==> config.mk <==
export PLATFORM = sky130hd
export DESIGN_NAME = sensor_bias_calibration_sequencer_unit
export DESIGN_NICKNAME = d
export VERILOG_FILES = /design/src/sbc_pkg.sv /design/src/sbc_front.sv /design/src/sbc_div.sv /design/src/sbc_back.sv /design/src/sensor_bias_calibration_sequencer_unit.sv
export SDC_FILE = /design/constraint.sdc
export NUM_CORES = 1
export LEC_CHECK = 0
export BUFFER_PORTS_ARGS = -buffer_cell sky130_fd_sc_hd__buf_2
export CAP_MARGIN = 20
export CORE_MARGIN = 3
export CORE_UTILIZATION = 25
export CTS_CLUSTER_DIAMETER = 120
export DETAILED_ROUTE_END_ITERATION = 10
export HOLD_SLACK_MARGIN = 0.1
export SYNTH_ARGS = -nofsm -noshare
export SYNTH_HDL_FRONTEND = slang
export SYNTH_SLANG_ARGS = --single-unit
==> constraint.sdc <==
create_clock -name clk -period 29.6 [get_ports clk]
set_input_delay 4.44 -clock clk [delete_from_list [all_inputs] [get_ports clk]]
set_output_delay 4.44 -clock clk [all_outputs]
set_load 0.02 [all_outputs]
==> src/sbc_pkg.sv <==
// Shared types, widths and codes for the sensor bias calibration sequencer.
package sbc_pkg;

	// Sample and time widths
	localparam int TIME_W    = 32;
	localparam int GX_W      = 16;
	localparam int GZ_W      = 16;
	localparam int H_W       = 24;
	localparam int CFG_W     = 20;
	localparam int CFG_IDX_W = 2;

	// Sample count limit and derived accumulator widths
	localparam int MAX_SAMPLES = 65536;
	localparam int CNT_W       = $clog2(MAX_SAMPLES + 1);
	localparam int LOG_MAX     = $clog2(MAX_SAMPLES);
	localparam int SUMX_W      = GX_W + LOG_MAX;
	localparam int SUMZ_W      = GZ_W + LOG_MAX;
	localparam int SUMH_W      = H_W + LOG_MAX;
	localparam int DIV_W       = SUMH_W;
	localparam int STEP_W      = $clog2(DIV_W);

	// Front-to-back queue
	localparam int QDEPTH = 2;
	localparam int QPTR_W = $clog2(QDEPTH);
	localparam int QCNT_W = $clog2(QDEPTH + 1);

	// Register reset values and indexes
	localparam logic [CFG_W-1:0]     WARM_RESET    = CFG_W'(3000);
	localparam logic [CFG_W-1:0]     CAL_RESET     = CFG_W'(2000);
	localparam logic [CFG_IDX_W-1:0] REG_WARM_TIME = CFG_IDX_W'(0);
	localparam logic [CFG_IDX_W-1:0] REG_CAL_TIME  = CFG_IDX_W'(1);

	typedef enum logic [1:0] {
		PH_IDLE = 2'd0,
		PH_WARM = 2'd1,
		PH_CAL  = 2'd2,
		PH_DONE = 2'd3
	} phase_t;

	typedef enum logic {
		OP_STEP    = 1'b0,
		OP_RESTART = 1'b1
	} op_t;

	typedef enum logic [1:0] {
		BS_RUN,
		BS_DIV,
		BS_FIN
	} bstate_t;

	typedef enum logic [1:0] {
		SEL_X,
		SEL_Z,
		SEL_H
	} dsel_t;

	typedef struct packed {
		op_t                      op;
		logic [TIME_W-1:0]        now;
		logic signed [GX_W-1:0]   gx;
		logic signed [GZ_W-1:0]   gz;
		logic signed [H_W-1:0]    gh;
	} item_t;

	typedef struct packed {
		logic [CFG_W-1:0] warm_time;
		logic [CFG_W-1:0] cal_time;
	} cfg_t;

	typedef struct packed {
		logic             start;
		logic [DIV_W-1:0] dividend;
		logic [CNT_W-1:0] divisor;
	} div_req_t;

	typedef struct packed {
		logic             done;
		logic [DIV_W-1:0] quot;
	} div_rsp_t;

endpackage

==> src/sbc_front.sv <==
// Front end: accepts input words, classifies them and queues them for the back end.
module sbc_front import sbc_pkg::*; (
	input  logic                   clk,
	input  logic                   arst_n,
	input  logic                   in_valid,
	output logic                   in_ready,
	input  logic                   kind,
	input  logic [TIME_W-1:0]      now_ms,
	input  logic signed [GX_W-1:0] gyro_x,
	input  logic signed [GZ_W-1:0] gyro_z,
	input  logic signed [H_W-1:0]  height,
	output logic                   q_valid,
	output item_t                  q_item,
	input  logic                   q_pop
);

	item_t             slot_q [QDEPTH];
	logic [QPTR_W-1:0] wr_ptr_q;
	logic [QPTR_W-1:0] rd_ptr_q;
	logic [QCNT_W-1:0] cnt_q;
	item_t             item_in;
	logic              push;
	logic              pop;

	// Classify the incoming word
	always_comb begin
		item_in.op  = kind ? OP_RESTART : OP_STEP;
		item_in.now = now_ms;
		item_in.gx  = gyro_x;
		item_in.gz  = gyro_z;
		item_in.gh  = height;
	end

	assign in_ready = (cnt_q != QCNT_W'(QDEPTH));
	assign push     = in_valid && in_ready;
	assign q_valid  = (cnt_q != '0);
	assign pop      = q_pop && q_valid;
	assign q_item   = slot_q[rd_ptr_q];

	// Queue storage
	always_ff @(posedge clk) begin
		if (push) begin
			slot_q[wr_ptr_q] <= item_in;
		end
	end

	// Queue pointers and fill count
	always_ff @(posedge clk or negedge arst_n) begin
		if (!arst_n) begin
			wr_ptr_q <= '0;
			rd_ptr_q <= '0;
			cnt_q    <= '0;
		end else begin
			if (push) begin
				wr_ptr_q <= (wr_ptr_q == QPTR_W'(QDEPTH - 1)) ? '0 : wr_ptr_q + 1'b1;
			end
			if (pop) begin
				rd_ptr_q <= (rd_ptr_q == QPTR_W'(QDEPTH - 1)) ? '0 : rd_ptr_q + 1'b1;
			end
			if (push && !pop) begin
				cnt_q <= cnt_q + 1'b1;
			end else if (pop && !push) begin
				cnt_q <= cnt_q - 1'b1;
			end
		end
	end

endmodule

==> src/sbc_div.sv <==
// Iterative signed divider: one quotient bit per cycle, truncates toward zero.
module sbc_div import sbc_pkg::*; (
	input  logic     clk,
	input  logic     arst_n,
	input  div_req_t req,
	output div_rsp_t rsp
);

	logic              busy_q;
	logic              done_q;
	logic              neg_q;
	logic [DIV_W-1:0]  quo_q;
	logic [CNT_W-1:0]  rem_q;
	logic [CNT_W-1:0]  dvs_q;
	logic [STEP_W-1:0] step_q;
	logic [DIV_W-1:0]  abs_dividend;
	logic [CNT_W:0]    trial;
	logic [CNT_W:0]    trial_diff;
	logic              ge;

	// Magnitude of the dividend (most negative value still fits as unsigned)
	assign abs_dividend = req.dividend[DIV_W-1] ? (~req.dividend + 1'b1) : req.dividend;

	// One restoring step
	assign trial      = {rem_q, quo_q[DIV_W-1]};
	assign trial_diff = trial - {1'b0, dvs_q};
	assign ge         = (trial >= {1'b0, dvs_q});

	// Datapath
	always_ff @(posedge clk) begin
		if (req.start) begin
			neg_q <= req.dividend[DIV_W-1];
			quo_q <= abs_dividend;
			rem_q <= '0;
			dvs_q <= req.divisor;
		end else if (busy_q) begin
			rem_q <= ge ? trial_diff[CNT_W-1:0] : trial[CNT_W-1:0];
			quo_q <= {quo_q[DIV_W-2:0], ge};
		end
	end

	// Control
	always_ff @(posedge clk or negedge arst_n) begin
		if (!arst_n) begin
			busy_q <= 1'b0;
			done_q <= 1'b0;
			step_q <= '0;
		end else begin
			done_q <= 1'b0;
			if (req.start) begin
				busy_q <= 1'b1;
				step_q <= '0;
			end else if (busy_q) begin
				step_q <= step_q + 1'b1;
				if (step_q == STEP_W'(DIV_W - 1)) begin
					busy_q <= 1'b0;
					done_q <= 1'b1;
				end
			end
		end
	end

	assign rsp.done = done_q;
	assign rsp.quot = neg_q ? (~quo_q + 1'b1) : quo_q;

endmodule

==> src/sbc_back.sv <==
// Back end: phase sequencer, accumulators, average division control and result register.
module sbc_back import sbc_pkg::*; (
	input  logic                   clk,
	input  logic                   arst_n,
	input  cfg_t                   cfg,
	input  logic                   q_valid,
	input  item_t                  q_item,
	output logic                   q_pop,
	output div_req_t               div_req,
	input  div_rsp_t               div_rsp,
	output logic                   out_valid,
	input  logic                   out_ready,
	output logic [1:0]             phase,
	output logic                   offsets_done,
	output logic signed [GX_W-1:0] offset_x,
	output logic signed [GZ_W-1:0] offset_z,
	output logic signed [H_W-1:0]  zero_height,
	output logic                   handoff
);

	bstate_t            state_q, state_d;
	phase_t             phase_q, phase_d;
	dsel_t              sel_q;
	logic               div_start_q;
	logic [TIME_W-1:0]  start_q;
	logic [SUMX_W-1:0]  sum_x_q;
	logic [SUMZ_W-1:0]  sum_z_q;
	logic [SUMH_W-1:0]  sum_h_q;
	logic [CNT_W-1:0]   cnt_q;
	logic [GX_W-1:0]    held_x_q, held_x_d;
	logic [GZ_W-1:0]    held_z_q, held_z_d;
	logic [H_W-1:0]     held_h_q, held_h_d;

	logic               out_valid_q;
	phase_t             out_phase_q;
	logic               out_done_q;
	logic               out_hand_q;
	logic [GX_W-1:0]    out_x_q;
	logic [GZ_W-1:0]    out_z_q;
	logic [H_W-1:0]     out_h_q;

	logic               slot_free;
	logic [TIME_W-1:0]  elapsed;
	logic               emit;
	logic               load_start;
	logic               clear_acc;
	logic               accum;
	logic               go_div;
	logic               zero_held;
	logic               done_d;
	logic               hand_d;

	assign slot_free = !out_valid_q || out_ready;
	assign elapsed   = q_item.now - start_q;

	// Sequencer state register
	always_ff @(posedge clk or negedge arst_n) begin
		if (!arst_n) begin
			state_q <= BS_RUN;
		end else begin
			state_q <= state_d;
		end
	end

	// Next state and control
	always_comb begin
		state_d    = state_q;
		phase_d    = phase_q;
		q_pop      = 1'b0;
		emit       = 1'b0;
		load_start = 1'b0;
		clear_acc  = 1'b0;
		accum      = 1'b0;
		go_div     = 1'b0;
		zero_held  = 1'b0;
		done_d     = 1'b0;
		hand_d     = 1'b0;
		case (state_q)
			BS_RUN: begin
				if (q_valid && slot_free) begin
					q_pop = 1'b1;
					emit  = 1'b1;
					if (q_item.op == OP_RESTART) begin
						phase_d = PH_IDLE;
					end else begin
						case (phase_q)
							PH_IDLE: begin
								phase_d    = PH_WARM;
								load_start = 1'b1;
							end
							PH_WARM: begin
								if (elapsed >= TIME_W'(cfg.warm_time)) begin
									phase_d    = PH_CAL;
									clear_acc  = 1'b1;
									load_start = 1'b1;
								end
							end
							PH_CAL: begin
								if (elapsed >= TIME_W'(cfg.cal_time)) begin
									phase_d = PH_DONE;
									if (cnt_q == '0) begin
										zero_held = 1'b1;
										done_d    = 1'b1;
									end else begin
										// result waits for the three averages
										emit    = 1'b0;
										go_div  = 1'b1;
										state_d = BS_DIV;
									end
								end else if (cnt_q < CNT_W'(MAX_SAMPLES)) begin
									accum = 1'b1;
								end
							end
							PH_DONE: begin
								hand_d = 1'b1;
							end
							default: begin
							end
						endcase
					end
				end
			end
			BS_DIV: begin
				if (div_rsp.done && sel_q == SEL_H) begin
					state_d = BS_FIN;
				end
			end
			BS_FIN: begin
				if (slot_free) begin
					emit    = 1'b1;
					done_d  = 1'b1;
					state_d = BS_RUN;
				end
			end
			default: begin
				state_d = BS_RUN;
			end
		endcase
	end

	// Held averages: cleared on an empty run, filled one by one by the divider
	always_comb begin
		held_x_d = held_x_q;
		held_z_d = held_z_q;
		held_h_d = held_h_q;
		if (zero_held) begin
			held_x_d = '0;
			held_z_d = '0;
			held_h_d = '0;
		end else if (state_q == BS_DIV && div_rsp.done) begin
			case (sel_q)
				SEL_X:   held_x_d = div_rsp.quot[GX_W-1:0];
				SEL_Z:   held_z_d = div_rsp.quot[GZ_W-1:0];
				SEL_H:   held_h_d = div_rsp.quot[H_W-1:0];
				default: begin
				end
			endcase
		end
	end

	// Divider request
	always_comb begin
		div_req.start   = div_start_q;
		div_req.divisor = cnt_q;
		case (sel_q)
			SEL_X:   div_req.dividend = {{(DIV_W-SUMX_W){sum_x_q[SUMX_W-1]}}, sum_x_q};
			SEL_Z:   div_req.dividend = {{(DIV_W-SUMZ_W){sum_z_q[SUMZ_W-1]}}, sum_z_q};
			default: div_req.dividend = sum_h_q;
		endcase
	end

	// Control registers
	always_ff @(posedge clk or negedge arst_n) begin
		if (!arst_n) begin
			phase_q     <= PH_IDLE;
			sel_q       <= SEL_X;
			div_start_q <= 1'b0;
			start_q     <= '0;
			sum_x_q     <= '0;
			sum_z_q     <= '0;
			sum_h_q     <= '0;
			cnt_q       <= '0;
			held_x_q    <= '0;
			held_z_q    <= '0;
			held_h_q    <= '0;
			out_valid_q <= 1'b0;
		end else begin
			phase_q     <= phase_d;
			held_x_q    <= held_x_d;
			held_z_q    <= held_z_d;
			held_h_q    <= held_h_d;
			div_start_q <= 1'b0;
			if (load_start) begin
				start_q <= q_item.now;
			end
			if (clear_acc) begin
				sum_x_q <= '0;
				sum_z_q <= '0;
				sum_h_q <= '0;
				cnt_q   <= '0;
			end else if (accum) begin
				sum_x_q <= sum_x_q + {{(SUMX_W-GX_W){q_item.gx[GX_W-1]}}, q_item.gx};
				sum_z_q <= sum_z_q + {{(SUMZ_W-GZ_W){q_item.gz[GZ_W-1]}}, q_item.gz};
				sum_h_q <= sum_h_q + {{(SUMH_W-H_W){q_item.gh[H_W-1]}}, q_item.gh};
				cnt_q   <= cnt_q + 1'b1;
			end
			// walk X, Z, H through the divider
			if (go_div) begin
				sel_q       <= SEL_X;
				div_start_q <= 1'b1;
			end else if (state_q == BS_DIV && div_rsp.done) begin
				case (sel_q)
					SEL_X: begin
						sel_q       <= SEL_Z;
						div_start_q <= 1'b1;
					end
					SEL_Z: begin
						sel_q       <= SEL_H;
						div_start_q <= 1'b1;
					end
					default: begin
					end
				endcase
			end
			if (emit) begin
				out_valid_q <= 1'b1;
			end else if (out_ready) begin
				out_valid_q <= 1'b0;
			end
		end
	end

	// Result word
	always_ff @(posedge clk) begin
		if (emit) begin
			out_phase_q <= phase_d;
			out_done_q  <= done_d;
			out_hand_q  <= hand_d;
			out_x_q     <= held_x_d;
			out_z_q     <= held_z_d;
			out_h_q     <= held_h_d;
		end
	end

	assign out_valid    = out_valid_q;
	assign phase        = out_phase_q;
	assign offsets_done = out_done_q;
	assign handoff      = out_hand_q;
	assign offset_x     = out_x_q;
	assign offset_z     = out_z_q;
	assign zero_height  = out_h_q;

	// Checks
	a_start_in_div: assert property (@(posedge clk) disable iff (!arst_n)
		div_start_q |-> state_q == BS_DIV)
		else $error("divider started outside the divide state");

	a_done_phase: assert property (@(posedge clk) disable iff (!arst_n)
		(out_valid_q && out_done_q) |-> out_phase_q == PH_DONE)
		else $error("offsets_done without done phase");

	a_handoff: assert property (@(posedge clk) disable iff (!arst_n)
		(out_valid_q && out_hand_q) |-> (out_phase_q == PH_DONE && !out_done_q))
		else $error("handoff outside done phase or together with offsets_done");

	a_cnt_limit: assert property (@(posedge clk) disable iff (!arst_n)
		cnt_q <= CNT_W'(MAX_SAMPLES))
		else $error("sample count past its limit");

	a_no_pop_busy: assert property (@(posedge clk) disable iff (!arst_n)
		(state_q != BS_RUN) |-> !q_pop)
		else $error("queue popped while averages are computed");

endmodule

==> src/sensor_bias_calibration_sequencer_unit.sv <==
// Top level of the sensor bias calibration sequencer: registers, front, back and divider.
//
//  channel | handshake            | payload
//  --------+----------------------+-----------------------------------------------
//  in      | in_valid / in_ready  | kind, now_ms, gyro_x, gyro_z, height
//  out     | out_valid/ out_ready | phase, offsets_done, offset_x, offset_z,
//          |                      | zero_height, handoff
//  cfg     | cfg_valid/ cfg_ready | cfg_index, cfg_data (0 warm time, 1 cal time)
//
// The back end takes one word per cycle while it is in its run state and the result slot is
// free; an accepted input word passes the queue, then the result register, to its result word.
// The word that ends calibration with samples runs three divisions on the shared divider;
// its result word is then registered once the result slot is free.
// A two-entry queue lets the input side keep taking words while the back end stalls, until it is full.
// cfg_ready is always high; reset loads 3000 ms warm-up and 2000 ms calibration time.
module sensor_bias_calibration_sequencer_unit import sbc_pkg::*; (
	input  logic                   clk,
	input  logic                   arst_n,
	input  logic                   in_valid,
	output logic                   in_ready,
	input  logic                   kind,
	input  logic [TIME_W-1:0]      now_ms,
	input  logic signed [GX_W-1:0] gyro_x,
	input  logic signed [GZ_W-1:0] gyro_z,
	input  logic signed [H_W-1:0]  height,
	output logic                   out_valid,
	input  logic                   out_ready,
	output logic [1:0]             phase,
	output logic                   offsets_done,
	output logic signed [GX_W-1:0] offset_x,
	output logic signed [GZ_W-1:0] offset_z,
	output logic signed [H_W-1:0]  zero_height,
	output logic                   handoff,
	input  logic                   cfg_valid,
	output logic                   cfg_ready,
	input  logic [CFG_IDX_W-1:0]   cfg_index,
	input  logic [CFG_W-1:0]       cfg_data
);

	cfg_t     cfg_q;
	logic     q_valid;
	item_t    q_item;
	logic     q_pop;
	div_req_t div_req;
	div_rsp_t div_rsp;

	assign cfg_ready = 1'b1;

	// Configuration registers
	always_ff @(posedge clk or negedge arst_n) begin
		if (!arst_n) begin
			cfg_q.warm_time <= WARM_RESET;
			cfg_q.cal_time  <= CAL_RESET;
		end else if (cfg_valid && cfg_ready) begin
			case (cfg_index)
				REG_WARM_TIME: cfg_q.warm_time <= cfg_data;
				REG_CAL_TIME:  cfg_q.cal_time  <= cfg_data;
				default: begin
				end
			endcase
		end
	end

	sbc_front u_front (
		.clk      (clk),
		.arst_n   (arst_n),
		.in_valid (in_valid),
		.in_ready (in_ready),
		.kind     (kind),
		.now_ms   (now_ms),
		.gyro_x   (gyro_x),
		.gyro_z   (gyro_z),
		.height   (height),
		.q_valid  (q_valid),
		.q_item   (q_item),
		.q_pop    (q_pop)
	);

	sbc_div u_div (
		.clk    (clk),
		.arst_n (arst_n),
		.req    (div_req),
		.rsp    (div_rsp)
	);

	sbc_back u_back (
		.clk          (clk),
		.arst_n       (arst_n),
		.cfg          (cfg_q),
		.q_valid      (q_valid),
		.q_item       (q_item),
		.q_pop        (q_pop),
		.div_req      (div_req),
		.div_rsp      (div_rsp),
		.out_valid    (out_valid),
		.out_ready    (out_ready),
		.phase        (phase),
		.offsets_done (offsets_done),
		.offset_x     (offset_x),
		.offset_z     (offset_z),
		.zero_height  (zero_height),
		.handoff      (handoff)
	);

endmodule
==> results.py, run 1 <==
metrics = {
    "critical_path": {
        "crit_path_max_fanout": 68,
        "cp_data_required_time_ns": 30.11,
        "path_class": "in2reg",
        "start_kind": "input port",
        "crit_slowest_cell": "or3_4",
        "critical_path.cell_chain": "buf_2 -> nor2b_1 -> nor4_1 -> nand2_1 -> nor3b_1 -> nand2b_1 -> or4_1 -> or3_4 -> o31a_2 -> buf_4 -> a211o_1",
        "critPathBufInv": 2,
        "cp_slowest_stage_delay_ns": 0.53,
        "cp-end-kind": "flip-flop",
        "critical-path-top-delay-family": "simple AND/OR/NAND/NOR gates",
        "cp_data_arrival_time_ns": 7.99,
    },
    "sta": {
        "final-max-slew-violation-count": 0,
        "hold_vio_cnt_final": 0,
        "final_critical_period_ns": 7.482,
        "timing.setup.tns_ns": 0,
        "rsz_0062_raised_after_global_routing": "no",
        "max_clock_freq_mhz": 133.7,
        "max_slew_margin_pct": 36.19,
        "whs_ns": 0.5003,
        "worst_pin_slew_ns": 0.9305,
        "timing.final.crit_share_pct": 25.28,
        "clock_skew_ns": 0.02854,
        "timing.final.setup_violations": 0,
    },
    "routing": {
        "route.vias.total": 22241,
        "ant_nets": 0,
        "first_iter_violations": 1502,
        "route.detailed.drc": 0,
        "routed_wirelength_mm": 80.27,
        "vias_per_cell": 4.708,
        "post_drt_wl_per_cell_um": 16.99,
        "drt_pre_antenna_iters": 7,
    },
    "yosys": {
        "number_of_nets_produced_by_synthesis": 3169,
        "synth_top_area_cell": "edfxtp_1",
        "synthMuxAreaShare_pct": 7.645,
        "yosysSeqAreaShare_pct": 50.24,
        "synth.cell_area_sq_mm": 0.03180,
        "post_synth_inst_count": 2852,
        "synth_top_area_share_pct": 27.95,
        "synth-edff-count": 296,
        "synth_top_family_by_area": "compound AO/OA/AOI/OAI gates",
        "synth_warnings": 0,
        "ys_top_cells_by_count": "edfxtp_1, dfrtp_1, nor2_1",
        "share_of_the_synthesized_area_in_compound_gates_ao_oa_aoi_oai_pct": 15.64,
        "synth_top_flop_cell": "edfxtp_1",
        "synth_cell_type_count": 88,
        "synth-simple-area-share_pct": 9.982,
        "synth_most_common_cell": "edfxtp_1",
        "ys_ff_latch": 582,
        "ys_async_sr_fraction_pct": 46.22,
        "yosys.area_share.adder_pct": 8.026,
        "synth-xor-area-share_pct": 5.123,
        "synth_area_per_cell_sq_um": 11.15,
        "synth.top_cells.by_area": "edfxtp_1, dfrtp_1, ha_1",
    },
    "power_and_ir_drop": {
        "seq_power_share_pct": 43.3,
        "share_clk_of_total_power_pct": 39.8,
        "static-leakage-power_nw": 15.36,
        "p_sw_uw": 599.0,
        "power_switching_share_pct": 27.41,
        "power.share.combinational_pct": 16.9,
        "internal_power_mw": 1.587,
        "pwr_density_cell_mw_per_mm2": 59.30,
        "max-vdd-ir-drop_v": 0.00004723,
    },
    "global_route": {
        "overall_track_demand_over_capacity_in_global_routing_pct": 11.97,
        "first_global_vias": 21771,
        "antenna_found_initial": 9,
        "first_pass_grt_wire_length_mm": 124.5,
        "grt-ovfl-total": 0,
        "maximum_number_of_pins_on_one_net_before_global_route_repair": 99,
    },
    "placement": {
        "hpwl_mm": 58.45,
        "port_buffers": 177,
        "place.gp.congestion": 0.8400,
    },
    "floorplanning": {
        "die_x_um": 362.7,
        "initial_utilization_pct": 25.26,
        "total_die_area_sq_mm": 0.1315,
        "floorplan.io_pins": 179,
        "floorplan.core_area_sq_mm": 0.1259,
        "die-height_um": 362.7,
        "num_rows": 130,
    },
    "status": {
        "status": "completed",
    },
    "cts": {
        "clock_sink_count": 582,
        "cts_tree": "done",
        "clkLatencyLatePin_ns": 0.64,
        "holdBufCountCts": 0,
        "cts_root_buffer": "clkbuf_16",
        "cts.path.max_buffers": 3,
        "number_of_buffers_created_by_cts": 66,
        "post_cts.resized_instances": 0,
        "post_cts.repair.setup_buffers": 0,
        "htreeDepth": 3,
        "cts.reportedPaths.clkPinSlew_ns": 0.06,
    },
    "hold_path": {
        "min_path_type": "reg2reg",
    },
    "run": {
        "max_cap_violations": 0,
    },
    "layout": {
        "flow.area_growth_from_synthesis_pct": 15.90,
        "layout-drive-gt1-share_pct": 16.94,
        "nets": 3333,
    },
}
==> path summary, 6_finish.rpt <==
check / cells past startpoint / slack (ns) / startpoint / end
max in group asynchronous: 3 / 23.73 / arst_n / u_back.sum_h_q[1]
min in group asynchronous: 1 / 3.81 / arst_n / u_back.held_x_q[11]
worst max register to register: 23 / 22.55 / u_front.rd_ptr_q / u_back.sum_h_q[39]
worst max-delay path: 11 / 22.12 / out_ready / u_back.sum_h_q[39]
worst min register to register: 2 / 0.50 / u_div.rem_q[14] / u_div.rem_q[15]
worst min-delay path: 2 / 0.50 / u_div.rem_q[14] / u_div.rem_q[15]
==> power by group through the flow <==
stage	sequential, mW	combinational [mW]	clock [mW]
2_1_floorplan	0.963	0.260	0
6_report	0.946	0.370	0.870
3_3_place_gp	0.959	0.368	0
4_1_cts	0.946	0.376	0.894
5_1_grt	0.952	0.416	0.924
3_5_place_dp	0.962	0.373	0
==> kinds of logic after synthesis <==
logic type      Yosys count
compound gates          742
simple gates            659
flops                   582
buf+inv                 258
mux                     223
fa+ha+maj               201
xor+xnor                186
other cells               1
==> per-layer routing <==
layer  share of wire (%)  vias to the layer above  track usage (%)
met5               0.057                        -                0
met4                 3.2                        6            4.442
met3                 5.2                      129            2.695
met2                  48                      397            19.97
met1                  44                    10808            15.10
li1                    -                    10901                -
==> per-stage QoR <==
step	power, mW	std cells	util [%]	instance area [sq um]	setup WS, ns
after detailed placement	1.335	4598	27.43	34540	21.51
final	2.186	4724	29.28	36860	22.12
after global routing	2.292	4721	29.27	36850	21.84
after floorplan	1.224	2852	-	31800	19.56
after CTS	2.216	4719	29.27	36840	22.17
after global placement	1.327	4597	27.42	34520	21.51
==> final cells by class <==
| type | count | area, sq um |
|---|---|---|
| flip-flops and latches | 582 | 15990 |
| fillers | 13039 | 89040 |
| clock inverters | 43 | 536.8 |
| multi-input cells | 2012 | 14820 |
| diodes | 5 | 12.51 |
| clock buffers | 78 | 1769 |
| repair buffers | 205 | 1114 |
| well taps | 1650 | 2064 |
| inverters | 149 | 559.3 |
==> worst reg2reg max path, stage by stage, from the launching register on <==
cell and delay (ns):
dfrtp_4 0.82, mux2i_1 0.35, ha_1 0.19, inv_1 0.05
fa_1 0.42, a211oi_1 0.31, o21ai_1 0.15, and2_1 0.21
o21ai_0 0.15, nand2b_1 0.08, a21oi_1 0.17, xnor2_1 0.22
ha_1 0.32, a21o_1 0.16, a21o_1 0.17, a21oi_1 0.14
nor2b_1 0.06, o211ai_1 0.16, a31oi_1 0.28, or4_1 0.69
or3_4 0.53, o31a_2 0.41, buf_4 0.48, a211o_1 0.42
==> cell usage in the layout (no fill, tap or decap), drive strengths merged, types with 64 or more instances in the layout <==
cell	count
mux2i	64
mux2	159
nand2	142
edfxtp	296
nor2	234
xnor2	104
ha	196
a22o	97
a21oi	208
inv	153
clkbuf	78
a21o	67
xor2	82
dfrtp	256
a211oi	66
buf	205
o21ai	124
==> state kept, by name, summed over array words and instances (netlist names), 6 cells and up <==
| name | count |
|---|---|
| u_back.held_h_q | 24 |
| u_back.cnt_q | 17 |
| u_back.held_z_q | 16 |
| u_front.slot_q | 178 |
| u_back.held_x_q | 16 |
| u_back.offset_x | 16 |
| u_div.dvs_q | 17 |
| u_back.sum_x_q | 32 |
| u_div.step_q | 6 |
| u_div.quo_q | 40 |
| u_back.sum_z_q | 32 |
| cfg_q | 40 |
| u_div.rem_q | 17 |
| u_back.start_q | 32 |
| u_back.sum_h_q | 40 |
| u_back.zero_height | 24 |
| u_back.offset_z | 16 |
No activity file was read; power rests on OpenSTA's default activity.
==> inputs of run 2 (changes only) <==
--- a/config.mk
+++ b/config.mk
@@ -5,6 +5,7 @@
 export SDC_FILE = /design/constraint.sdc
 export NUM_CORES = 1
 export LEC_CHECK = 0
+export ABC_AREA = 1
 export BUFFER_PORTS_ARGS = -buffer_cell sky130_fd_sc_hd__buf_2
 export CAP_MARGIN = 20
 export CORE_MARGIN = 3
==> constraint.sdc (replaced) <==
create_clock -name clk -period 6.6 [get_ports clk]
set_input_delay 0.99 -clock clk [delete_from_list [all_inputs] [get_ports clk]]
set_output_delay 0.99 -clock clk [all_outputs]
set_load 0.02 [all_outputs]
==> run 2 against run 1 <==
  * Area after synthesis increased by 9.4%
  * Sequential power rose to 5.4 times the previous value
  * Via count increased by 31%
  * Setup slack got worse by 21 ns
  * Synthesized cell count up 52%
  * Worst hold slack got worse by 0.16 ns
  * Routed wire length is 24% higher
  * First-iteration DRC count increased by 38%
  * Critical endpoint is now u_back.offset_x[2]
  * Largest cell class is now multi-input gates
  * Highest routed layer unchanged
==> results.py, run 2 <==
metrics = {
    "global_route": {
        "antenna_found_initial": 20,
        "first_pass_grt_wire_length_mm": 155.8,
        "first_global_vias": 27707,
        "overall_track_demand_over_capacity_in_global_routing_pct": 13.67,
        "grt-ovfl-total": 0,
        "maximum_number_of_pins_on_one_net_before_global_route_repair": 124,
    },
    "yosys": {
        "synth_top_area_cell": "edfxtp_1",
        "ys_async_sr_fraction_pct": 46.22,
        "synth-edff-count": 296,
        "synth.top_cells.by_area": "edfxtp_1, dfrtp_1, nand2_1",
        "number_of_nets_produced_by_synthesis": 4657,
        "synth_area_per_cell_sq_um": 8.015,
        "synth.cell_area_sq_mm": 0.03478,
        "synth_top_flop_cell": "edfxtp_1",
        "synth_most_common_cell": "nand2_1",
        "synth_top_area_share_pct": 25.55,
        "ys_top_cells_by_count": "nand2_1, inv_1, nand3_1",
        "ys_ff_latch": 582,
        "synth_cell_type_count": 57,
        "synth_warnings": 0,
        "post_synth_inst_count": 4340,
        "yosysSeqAreaShare_pct": 45.93,
    },
    "cts": {
        "holdBufCountCts": 0,
        "cts_tree": "done",
        "cts_root_buffer": "clkbuf_16",
        "cts.reportedPaths.clkPinSlew_ns": 0.06,
        "post_cts.resized_instances": 0,
        "htreeDepth": 3,
        "post_cts.repair.setup_buffers": 0,
        "clock_sink_count": 582,
        "cts.path.max_buffers": 3,
        "clkLatencyLatePin_ns": 0.67,
        "number_of_buffers_created_by_cts": 68,
    },
    "layout": {
        "nets": 4813,
        "most-common-layout-cells": "nand2_1, inv_1, nand3_1",
        "regArea_sq_mm": 0.01598,
        "design_area_sq_mm": 0.04004,
        "leading_cell_type_in_the_layout_fill_and_taps_excluded": "nand2_1",
        "layout-drive-gt1-share_pct": 8.656,
        "flow.area_growth_from_synthesis_pct": 15.11,
        "top_register": "u_front.slot_q",
        "multi_input_gate_area_in_the_final_layout_sq_mm": 0.01636,
        "fillers": 14724,
        "largest_reg_flops": 178,
    },
    "routing": {
        "drt_pre_antenna_iters": 8,
        "first_iter_violations": 2071,
        "routed_wirelength_mm": 99.55,
        "vias_per_cell": 4.584,
        "post_drt_wl_per_cell_um": 15.68,
        "route.detailed.drc": 0,
        "route.vias.total": 29100,
        "ant_nets": 0,
    },
    "sta": {
        "max_clock_freq_mhz": 183.0,
        "clock_skew_ns": 0.04987,
        "final-max-slew-violation-count": 0,
        "timing.setup.tns_ns": 0,
        "max_slew_margin_pct": 27.07,
        "worst_pin_slew_ns": 1.082,
        "timing.final.crit_share_pct": 82.80,
        "timing.final.setup_violations": 0,
        "rsz_0062_raised_after_global_routing": "no",
        "hold_vio_cnt_final": 0,
        "whs_ns": 0.3421,
        "final_critical_period_ns": 5.465,
    },
    "power_and_ir_drop": {
        "pwr_density_cell_mw_per_mm2": 414.1,
        "max-vdd-ir-drop_v": 0.0002313,
        "p_total_mw": 16.58,
        "static-leakage-power_nw": 19.37,
    },
    "critical_path": {
        "cp-end-kind": "flip-flop",
        "rr_endpoint": "u_back.offset_x[2]",
        "critical_path.reg2reg.startpoint": "u_front.rd_ptr_q",
        "crit_path_max_fanout": 30,
        "reg2reg_setup_slack_ns": 1.14,
        "cp_data_arrival_time_ns": 5.81,
        "worst_r2r_path_depth": 24,
        "path_class": "reg2reg",
        "cp_data_required_time_ns": 6.94,
        "start_kind": "flip-flop",
    },
    "floorplanning": {
        "initial_utilization_pct": 25.24,
        "total_die_area_sq_mm": 0.1436,
        "floorplan.core_area_sq_mm": 0.1378,
        "floorplan.io_pins": 179,
        "num_rows": 136,
        "die_x_um": 379.0,
        "die-height_um": 379.0,
    },
    "status": {
        "status": "completed",
    },
    "hold_path": {
        "min_path_type": "in2async",
    },
    "placement": {
        "placed_cell_area_sq_mm": 0.03772,
        "place.gp.congestion": 0.9391,
        "hpwl_mm": 75.53,
        "port_buffers": 177,
    },
    "run": {
        "max_cap_violations": 0,
    },
}
run 2: final cells by class:
type                       instances  share of cell area, %
antenna                            2                0.01250
clock buffer                      82                  4.584
clock inverter                    44                  1.100
inverter                         503                  4.719
multi-input combinational       3128                  40.85
sequential                       582                  39.91
tap                             1794                  5.606
timing repair buffer             213                  3.212
run 2: worst max path at each step:
stage	from	to	cells after the start
floorplan	in_valid	u_front.slot_q[1][0]	2
detailed placement	u_front.rd_ptr_q	u_back.zero_height[0]	24
finish	u_front.rd_ptr_q	u_back.offset_x[2]	24
CTS	u_front.rd_ptr_q	u_back.offset_x[2]	24
global route	u_front.rd_ptr_q	u_back.start_q[30]	25
global placement	u_front.rd_ptr_q	u_back.zero_height[0]	24
run 2: power by group:
| group | switching (mW) | internal (mW) | leakage (nW) | total, mW |
|---|---|---|---|---|
| Combinational | 5.06 | 2.56 | 11.7 | 7.62 |
| Sequential | 0.348 | 4.79 | 6.51 | 5.14 |
| Clock | 1.64 | 2.19 | 1.11 | 3.82 |
run 2: per-layer routing:
metal  track usage (%)  share of wire (%)  wire [um]  up-vias
met2             22.67                 47      46340      674
li1                  -                  -          -    14638
met1             17.89                 45      45060    13591
met3             2.418                5.1       5075      183
met4             4.680                3.0       3000       14
met5                 0              0.082         82        -
run 2: per-stage QoR:
stage | std cells | setup slack [ns] | util (%)
finish | 6348 | 1.135 | 29.05
global route | 6346 | 0.5506 | 29.05
CTS | 6344 | 1.148 | 29.02
detailed placement | 6218 | 1.156 | 27.37
global placement | 6218 | 1.157 | 27.37
floorplan | 4340 | 1.247 | -
run 2: worst max-delay path, stage by stage, from the launching register on:
cell and delay (ns):
dfrtp_4 0.64, clkinv_2 0.45, nand2_1 0.18, nand2_1 0.11, ha_1 0.40, nand2_1 0.13
nor2_1 0.14, nand2_1 0.07, nand3b_1 0.16, xor2_1 0.35, ha_1 0.32, a21oi_1 0.16
nor2_1 0.05, a211oi_1 0.17, nand3_1 0.12, nand2_1 0.08, nand2_1 0.06, nand2_1 0.06
nand2_1 0.06, nor2_1 0.29, nand2_1 0.14, nand3_1 0.09, nand2_1 0.13, nand2_2 0.49
buf_12 0.25
run 2: kinds of logic after synthesis:
logic type                 after synthesis  share of synthesized area, %
AOI/OAI and AO/OA                      600                         9.636
adders and majority gates              201                         7.338
DFF                                    582                         45.93
buffers and inverters                  630                         7.180
muxes                                    1                       0.02878
other                                    1                       0.01078
and+or+nand+nor                       2144                         25.32
xor gates and xnor gates               181                         4.557
